--- src/sv/pilc_pkg.sv ---
// ----------------------------------------------------------------------------
// pilc_pkg
// Widths, types, register indexes and saturation helpers of the PI integrator
// with lead-lag compensator.
// ----------------------------------------------------------------------------
package pilc_pkg;

    // Field and state widths
    localparam int ERROR_WIDTH = 24;
    localparam int STATE_WIDTH = 32;
    localparam int OUT_W       = 32;
    localparam int COEF_W      = 32;
    localparam int COEF_FRAC   = 30;

    // Stream and configuration port widths
    localparam int S_TDATA_W   = ((ERROR_WIDTH + 7) / 8) * 8;
    localparam int M_TDATA_W   = ((2 * OUT_W + 7) / 8) * 8;
    localparam int CFG_INDEX_W = 2;

    // Multiplier widths: magnitudes, full product, rounded product
    localparam int PROD_W = COEF_W + STATE_WIDTH;
    localparam int MAG_W  = PROD_W + 1 - COEF_FRAC;
    // Accumulator holds the sum of three rounded terms plus sign
    localparam int ACC_W  = MAG_W + 2;

    typedef logic signed [ERROR_WIDTH-1:0] err_t;
    typedef logic signed [STATE_WIDTH-1:0] state_t;
    typedef logic signed [OUT_W-1:0]       out_t;
    typedef logic signed [COEF_W-1:0]      coef_t;
    typedef logic signed [ACC_W-1:0]       acc_t;
    typedef logic [MAG_W-1:0]              mag_t;
    typedef logic [CFG_INDEX_W-1:0]        cfg_index_t;

    // Register indexes
    localparam cfg_index_t REG_INTEGRATOR_GAIN    = 2'd0;
    localparam cfg_index_t REG_LEAD_CURRENT_GAIN  = 2'd1;
    localparam cfg_index_t REG_LEAD_PREVIOUS_GAIN = 2'd2;
    localparam cfg_index_t REG_LEAD_FEEDBACK_GAIN = 2'd3;

    // Reset values of the gains (Q2.30)
    localparam coef_t RST_INTEGRATOR_GAIN    = 32'sd2147484;
    localparam coef_t RST_LEAD_CURRENT_GAIN  = 32'sd34359738;
    localparam coef_t RST_LEAD_PREVIOUS_GAIN = -32'sd837372;
    localparam coef_t RST_LEAD_FEEDBACK_GAIN = 32'sd4256466;

    // Saturation bounds in accumulator width
    localparam acc_t STATE_MAX = acc_t'((64'sd1 <<< (STATE_WIDTH - 1)) - 64'sd1);
    localparam acc_t STATE_MIN = -STATE_MAX - acc_t'(1);
    localparam acc_t OUT_MAX   = acc_t'((64'sd1 <<< (OUT_W - 1)) - 64'sd1);
    localparam acc_t OUT_MIN   = -OUT_MAX - acc_t'(1);

    // Request to the shared multiplier
    typedef struct packed {
        logic   issue;
        coef_t  coef;
        state_t operand;
    } mul_req_t;

    // Rounded magnitude and sign of the last product
    typedef struct packed {
        logic neg;
        mag_t mag;
    } mul_rsp_t;

    // Clamp an accumulator value to the signed state range
    function automatic state_t sat_state(acc_t x);
        acc_t r;
        if (x > STATE_MAX) begin
            r = STATE_MAX;
        end else if (x < STATE_MIN) begin
            r = STATE_MIN;
        end else begin
            r = x;
        end
        return state_t'(r);
    endfunction

    // Clamp a state value to the signed output range
    function automatic out_t sat_out(state_t s);
        acc_t x;
        acc_t r;
        x = acc_t'(s);
        if (x > OUT_MAX) begin
            r = OUT_MAX;
        end else if (x < OUT_MIN) begin
            r = OUT_MIN;
        end else begin
            r = x;
        end
        return out_t'(r);
    endfunction

endpackage

--- src/sv/pi_lead_compensator_unit.sv ---
// ----------------------------------------------------------------------------
// pi_lead_compensator_unit
// Trapezoidal PI integrator followed by a lead-lag section, computed with one
// shared Q2.30 multiplier under a small sequencer.
// ----------------------------------------------------------------------------
//  Channel   Direction  Handshake             Contents
//  s_*       in         s_tvalid / s_tready   error_sample
//  m_*       out        m_tvalid / m_tready   integrator_out, gate_drive
//  cfg_*     in         cfg_valid / cfg_ready gain register index and value
//
//  A sample is taken in idle; the sequencer then steps through INT, UADD,
//  LEAD1, LEAD2 and LEAD3, and the result is registered as LEAD3 ends. A
//  new sample is taken only back in idle. The shared multiplier issues four
//  products in a row. Reset clears the history, loads the default gains and
//  holds both readies low. If the previous result has not been taken, the
//  last step holds and s_tready stays low until the output register frees.
// ----------------------------------------------------------------------------
module pi_lead_compensator_unit (
    input  logic                               aclk,
    input  logic                               aresetn,
    // stream in
    input  logic                               s_tvalid,
    output logic                               s_tready,
    input  logic [pilc_pkg::S_TDATA_W-1:0]     s_tdata,   // [23:0] error_sample
    // stream out
    output logic                               m_tvalid,
    input  logic                               m_tready,
    output logic [pilc_pkg::M_TDATA_W-1:0]     m_tdata,   // [31:0] integrator_out,
                                                          // [63:32] gate_drive
    // configuration
    input  logic                               cfg_valid,
    output logic                               cfg_ready,
    input  pilc_pkg::cfg_index_t               cfg_index,
    input  logic [pilc_pkg::COEF_W-1:0]        cfg_data
);

    typedef enum logic [5:0] {
        ST_IDLE  = 6'b000001,
        ST_INT   = 6'b000010,
        ST_UADD  = 6'b000100,
        ST_LEAD1 = 6'b001000,
        ST_LEAD2 = 6'b010000,
        ST_LEAD3 = 6'b100000
    } state_t;

    state_t state_reg, state_next;

    pilc_pkg::coef_t  n1_reg, n21_reg, n22_reg, d2_reg;
    pilc_pkg::err_t   err_reg, err_prev_reg;
    pilc_pkg::state_t u_reg, u_prev_reg, v_prev_reg, v_next;
    pilc_pkg::acc_t   acc_reg, base, term, sum;
    pilc_pkg::out_t   out_u_reg, out_v_reg;
    logic             m_tvalid_reg;
    logic             out_free;
    logic             s_fire;
    logic             finish;

    pilc_pkg::mul_req_t mul_req;
    pilc_pkg::mul_rsp_t mul_rsp;

    pilc_mul_unit u_mul (
        .aclk (aclk),
        .req  (mul_req),
        .rsp  (mul_rsp)
    );

    assign cfg_ready = aresetn;
    assign s_tready  = aresetn && (state_reg == ST_IDLE);
    assign s_fire    = s_tvalid && s_tready;
    assign out_free  = !m_tvalid_reg || m_tready;
    assign finish    = (state_reg == ST_LEAD3) && out_free;
    assign m_tvalid  = m_tvalid_reg;
    assign m_tdata   = {out_v_reg, out_u_reg};

    // Gain registers
    always_ff @(posedge aclk) begin
        if (!aresetn) begin
            n1_reg  <= pilc_pkg::RST_INTEGRATOR_GAIN;
            n21_reg <= pilc_pkg::RST_LEAD_CURRENT_GAIN;
            n22_reg <= pilc_pkg::RST_LEAD_PREVIOUS_GAIN;
            d2_reg  <= pilc_pkg::RST_LEAD_FEEDBACK_GAIN;
        end else if (cfg_valid && cfg_ready) begin
            unique case (cfg_index)
                pilc_pkg::REG_INTEGRATOR_GAIN:    n1_reg  <= cfg_data;
                pilc_pkg::REG_LEAD_CURRENT_GAIN:  n21_reg <= cfg_data;
                pilc_pkg::REG_LEAD_PREVIOUS_GAIN: n22_reg <= cfg_data;
                pilc_pkg::REG_LEAD_FEEDBACK_GAIN: d2_reg  <= cfg_data;
                default: ;
            endcase
        end
    end

    // Select the product to issue in the INT, UADD, LEAD1 and LEAD2 steps
    always_comb begin
        mul_req.issue   = 1'b0;
        mul_req.coef    = n1_reg;
        mul_req.operand = '0;
        unique case (state_reg)
            ST_INT: begin
                mul_req.issue   = 1'b1;
                mul_req.coef    = n1_reg;
                mul_req.operand = pilc_pkg::state_t'(err_reg)
                                + pilc_pkg::state_t'(err_prev_reg);
            end
            ST_UADD: begin
                mul_req.issue   = 1'b1;
                mul_req.coef    = n22_reg;
                mul_req.operand = u_prev_reg;
            end
            ST_LEAD1: begin
                mul_req.issue   = 1'b1;
                mul_req.coef    = d2_reg;
                mul_req.operand = v_prev_reg;
            end
            ST_LEAD2: begin
                mul_req.issue   = 1'b1;
                mul_req.coef    = n21_reg;
                mul_req.operand = u_reg;
            end
            default: ;
        endcase
    end

    // Accumulate the signed rounded term onto the running base
    always_comb begin
        term = $signed({{(pilc_pkg::ACC_W - pilc_pkg::MAG_W){1'b0}}, mul_rsp.mag});
        unique case (state_reg)
            ST_UADD:  base = pilc_pkg::acc_t'(u_prev_reg);
            ST_LEAD1: base = '0;
            default:  base = acc_reg;
        endcase
        sum    = mul_rsp.neg ? (base - term) : (base + term);
        v_next = pilc_pkg::sat_state(sum);
    end

    // Sequencer
    always_comb begin
        state_next = state_reg;
        unique case (state_reg)
            ST_IDLE:  if (s_fire) state_next = ST_INT;
            ST_INT:   state_next = ST_UADD;
            ST_UADD:  state_next = ST_LEAD1;
            ST_LEAD1: state_next = ST_LEAD2;
            ST_LEAD2: state_next = ST_LEAD3;
            ST_LEAD3: if (out_free) state_next = ST_IDLE;
            default:  state_next = ST_IDLE;
        endcase
    end

    always_ff @(posedge aclk) begin
        if (!aresetn) begin
            state_reg <= ST_IDLE;
        end else begin
            state_reg <= state_next;
        end
    end

    // Datapath registers
    always_ff @(posedge aclk) begin
        if (s_fire) begin
            err_reg <= s_tdata[pilc_pkg::ERROR_WIDTH-1:0];
        end
        if (state_reg == ST_UADD) begin
            u_reg <= pilc_pkg::sat_state(sum);
        end
        if (state_reg == ST_LEAD1 || state_reg == ST_LEAD2) begin
            acc_reg <= sum;
        end
        if (finish) begin
            out_u_reg <= pilc_pkg::sat_out(u_reg);
            out_v_reg <= pilc_pkg::sat_out(v_next);
        end
    end

    // History, cleared by reset
    always_ff @(posedge aclk) begin
        if (!aresetn) begin
            err_prev_reg <= '0;
            u_prev_reg   <= '0;
            v_prev_reg   <= '0;
        end else if (finish) begin
            err_prev_reg <= err_reg;
            u_prev_reg   <= u_reg;
            v_prev_reg   <= v_next;
        end
    end

    // Output beat valid
    always_ff @(posedge aclk) begin
        if (!aresetn) begin
            m_tvalid_reg <= 1'b0;
        end else if (finish) begin
            m_tvalid_reg <= 1'b1;
        end else if (m_tready) begin
            m_tvalid_reg <= 1'b0;
        end
    end

endmodule

--- src/sv/pilc_mul_unit.sv ---
// ----------------------------------------------------------------------------
// pilc_mul_unit
// Shared sign-magnitude Q2.30 multiplier: registers the full product of a
// coefficient and an operand, then rounds it half away from zero.
// ----------------------------------------------------------------------------
module pilc_mul_unit (
    input  logic               aclk,
    input  pilc_pkg::mul_req_t req,
    output pilc_pkg::mul_rsp_t rsp
);

    logic [pilc_pkg::COEF_W-1:0]      coef_mag;
    logic [pilc_pkg::STATE_WIDTH-1:0] op_mag;
    logic [pilc_pkg::PROD_W-1:0]      prod_next;
    logic [pilc_pkg::PROD_W-1:0]      prod_reg;
    logic                             neg_next;
    logic                             neg_reg;
    logic [pilc_pkg::PROD_W:0]        rounded;

    // Take magnitudes and multiply
    always_comb begin
        coef_mag  = req.coef[pilc_pkg::COEF_W-1] ? (~req.coef + 1'b1) : req.coef;
        op_mag    = req.operand[pilc_pkg::STATE_WIDTH-1] ?
                    (~req.operand + 1'b1) : req.operand;
        neg_next  = req.coef[pilc_pkg::COEF_W-1] ^ req.operand[pilc_pkg::STATE_WIDTH-1];
        prod_next = pilc_pkg::PROD_W'(coef_mag) * pilc_pkg::PROD_W'(op_mag);
    end

    // Hold the product until the next issue
    always_ff @(posedge aclk) begin
        if (req.issue) begin
            prod_reg <= prod_next;
            neg_reg  <= neg_next;
        end
    end

    // Add one half LSB and drop the fraction bits
    always_comb begin
        rounded = ({1'b0, prod_reg} + ((pilc_pkg::PROD_W + 1)'(1) << (pilc_pkg::COEF_FRAC - 1)))
                  >> pilc_pkg::COEF_FRAC;
        rsp.neg = neg_reg;
        rsp.mag = rounded[pilc_pkg::MAG_W-1:0];
    end

endmodule

--- config.mk ---
export PLATFORM = sky130hd
export DESIGN_NAME = pi_lead_compensator_unit
export DESIGN_NICKNAME = d
export VERILOG_FILES = /design/src/sv/pilc_pkg.sv /design/src/sv/pi_lead_compensator_unit.sv /design/src/sv/pilc_mul_unit.sv
export SDC_FILE = /design/constraint.sdc
export NUM_CORES = 2
export LEC_CHECK = 0
export BUFFER_PORTS_ARGS = -buffer_cell sky130_fd_sc_hd__buf_4
export CAP_MARGIN = 20
export CORE_MARGIN = 1
export CORE_UTILIZATION = 45
export CTS_CLUSTER_SIZE = 14
export DETAILED_ROUTE_END_ITERATION = 10
export PLACE_DENSITY = 0.68
export SETUP_SLACK_MARGIN = 0.15
export SYNTH_ARGS = -nofsm -noshare
export SYNTH_HDL_FRONTEND = slang
export SYNTH_SLANG_ARGS = --single-unit
--- constraint.sdc ---
create_clock -name aclk -period 10.1 [get_ports aclk]
set_input_delay 2.02 -clock aclk [delete_from_list [all_inputs] [get_ports aclk]]
set_output_delay 2.02 -clock aclk [all_outputs]
set_load 0.1 [all_outputs]
==> reports/metrics.yaml <==
sta:
  fin_ws_ns: -0.3247
  setup_viol: 26
  fmax_mhz: 95.93
  hold_ws_ns: 0.4502
  period_share_pct: 103.2
  hold_viol_final: 0
  rsz0062_at_grt: "yes"
  fin_worst_skew_ns: 0.04858
  final_max_slew_viol_count: 0
  worstMarginPinSlew_ns: 1.070
  relSlewSlack_pct: 28.66
  fin_setup_tns_ns: -5.417
  finalWorstPathRequiredPeriod_ns: 10.42
min_path:
  whs_path_depth: 2
  min_to: "n22_reg[15]"
  min-delay-start: "n22_reg[15]"
  hold_class: "reg -> reg"
floorplanning:
  start_util_pct: 45.47
  die_x_um: 350.4
  die_h_um: 350.4
  fp-row-count: 127
  die-area_sq_mm: 0.1228
  core_sq_mm: 0.1201
  top_level_ports: 130
layout:
  largest_reg_flops: 37
  nNetsFinal: 8338
  syn_to_final_growth_pct: 25.66
  drive_above_1_share_pct: 22.24
  final_core_util_pct: 57.14
clock_tree:
  root_buffer: "clkbuf_16"
  cts_tree: "built"
  clkLatencyLatePin_ns: 0.63
  cts_hold_buf: 0
  htree_levels: 2
  path_clk_slew_ns: 0.06
  numCtsBuffers: 45
  clock-sinks: 416
  clockBufferDepth: 3
detailed_routing:
  wire_per_inst_um: 23.00
  dr_total_vias: 48580
  antenna_left: 0
  drcViolationCount: 0
  routed_wl_um: 200200
  drt_first_iter_violations: 4701
  vias_per_cell: 5.580
  firstDrtPassIters: 8
status:
  status: "finished, violations left"
  violations: "negative setup slack"
worst_setup_path:
  timing.rr.end: "u_mul.prod_reg[56]"
  crit_path_start_kind: "register"
  cp_common_cell: "fa_1"
  critPathMaxFanout: 16
  criticalPathCategory: "reg -> reg"
  r2r_cells: 40
  crit_path_end_kind: "register"
  r2r-start: "state_reg[5]"
  cpPeakStageDelay_ns: 0.60
  slowest_stage: "fa_2"
  arrival_ns: 10.78
  r2r_setup_slack_ns: -0.32
  required_ns: 10.46
global_routing:
  grt_pass1_wl_um: 299300
  grt_start_max_net_pins: 102
  grt_pass1_vias: 49360
  grt_usage_pct: 32.63
  antenna_found_initial: 6
  grt_overflow: 0
synth:
  synth_top_area_share_pct: 32.87
  synthCells: 6286
  seq_area_frac_synth_pct: 18.78
  ys_async_sr_fraction_pct: 0
  synthesis.area_sq_mm: 0.05462
  syn_nets: 7570
  synth_area_leader_cell: "fa_1"
  synth_cell_type_count: 103
  syn_area_per_cell_sq_um: 8.690
  ys_top_cells_by_area: "fa_1 (33%), edfxtp_1 (11%), nand2_1 (8.5%)"
  synth_edf_count: 193
  ys.warnings.count: 0
  ys_seq_elements: 416
  synth_top_flop_cell: "dfxtp_1"
place:
  gp_congestion: 1.068
  hpwlAfterDp_um: 161500
  place_ws_ns: -0.6465
  portBuffers: 129
pwr:
  powerDensity_mw_per_mm2: 69.49
  vdd_ir_drop_max_uv: 149.2
  p_leak_nw: 32.43
  total_power_mw: 4.770
job:
  maxCapViolCount: 0
-- report_power, final --
part | leakage, nW | switching [mW] | internal [mW]
Clock | 0.766 | 0.726 | 1.01
Sequential | 3.59 | 0.0173 | 1.79
Combinational | 28.1 | 0.722 | 0.510
-- layout make-up --
class,instances,area (sq um)
inverters,1049,3948
flip-flops and latches,416,10270
clock inverters,26,340.3
fillers,10510,51490
diodes,3,7.507
well taps,1612,2017
multi-input cells,4467,41200
clock buffers,57,1231
repair buffers,1075,9627
-- cells in the mapped netlist, drive strengths merged, types with 14 or more instances --
| cell | count |
|---|---|
| nand2b | 36 |
| edfxtp | 193 |
| o21bai | 23 |
| nand2 | 1238 |
| a222oi | 30 |
| dfxtp | 223 |
| a41oi | 15 |
| and2 | 59 |
| inv | 1048 |
| ha | 324 |
| o21ai | 115 |
| nand4 | 48 |
| or3 | 14 |
| a21boi | 15 |
| a22o | 36 |
| nand3 | 120 |
| xnor2 | 151 |
| fa | 897 |
| nor2b | 24 |
| o21a | 18 |
| o211ai | 19 |
| a21o | 75 |
| buf | 76 |
| nor4 | 14 |
| clkbuf | 278 |
| a22oi | 19 |
| a21oi | 338 |
| nor2 | 475 |
| and3 | 32 |
| xor2 | 97 |
| nor3 | 37 |
| a31oi | 35 |
-- logic make-up after synthesis --
logic type | after synthesis | share of synthesized area [%]
xor+xnor | 248 | 4.086
buf+inv | 1403 | 9.886
simple gates | 2147 | 16.73
compound gates | 839 | 9.991
mux | 12 | 0.2291
flops | 416 | 18.78
fa+ha+maj | 1221 | 40.30
-- timing repair --
item | 4_1_cts | 5_1_grt
gates cloned | 5 | 2
endpoints found under the setup margin | 34 | 35
pin swaps | 111 | 134
resized for setup | 249 | 208
setup buffers | 80 | 38
-- worst max path at each step --
stage,startpoint,to
5_1_grt,err_reg[1],u_mul.prod_reg[56]
2_1_floorplan,err_reg[11],u_mul.prod_reg[49]
4_1_cts,err_reg[1],u_mul.prod_reg[63]
6_report,state_reg[5],u_mul.prod_reg[56]
3_3_place_gp,state_reg[5],u_mul.prod_reg[56]
3_5_place_dp,err_reg[0],u_mul.prod_reg[56]
-- critical path, delay by kind of cell, from the launching register on --
kind	cells	cell delay (ns)
flops	1	0.37
compound gates	7	1.80
simple gates	11	1.77
buf+inv	11	1.88
fa+ha+maj	9	4.15
xor+xnor	2	0.23
-- metrics by stage --
step,cell area (sq um),instances
floorplan,54990,6286
finish,68640,8705
detailed placement,63870,8492
global route,68640,8703
CTS,67370,8660
global placement,63870,8492
-- metal layers --
metal | vias up | global-route usage, % | part of all wire, %
li1 | 21260 | - | -
met2 | 2729 | 49.75 | 44
met4 | 6 | 16.06 | 6.1
met5 | - | 0 | 0.020
met3 | 601 | 8.827 | 12
met1 | 23980 | 42.79 | 38
-- layout by cell type, fill, tap and decap left out, drive strengths merged, types with 11 or more instances in the layout --
cell	instances
dfxtp	223
a21o	75
and3	32
ha	324
clkinv	16
a21boi	15
and2	59
xnor2	151
or2	13
o21a	18
xor2	97
a22oi	19
and4	11
fa	897
or3	14
nor2b	24
clkbuf	60
edfxtp	193
a21oi	338
o21ai	115
buf	1068
a211oi	13
nand2b	36
nand4	48
o21bai	23
a222oi	30
nor2	475
inv	1051
nor4	14
o211ai	19
nor3	37
a31oi	35
nand2	1238
a22o	36
nand3	120
a41oi	15
Power figures use the tool's default switching activity.
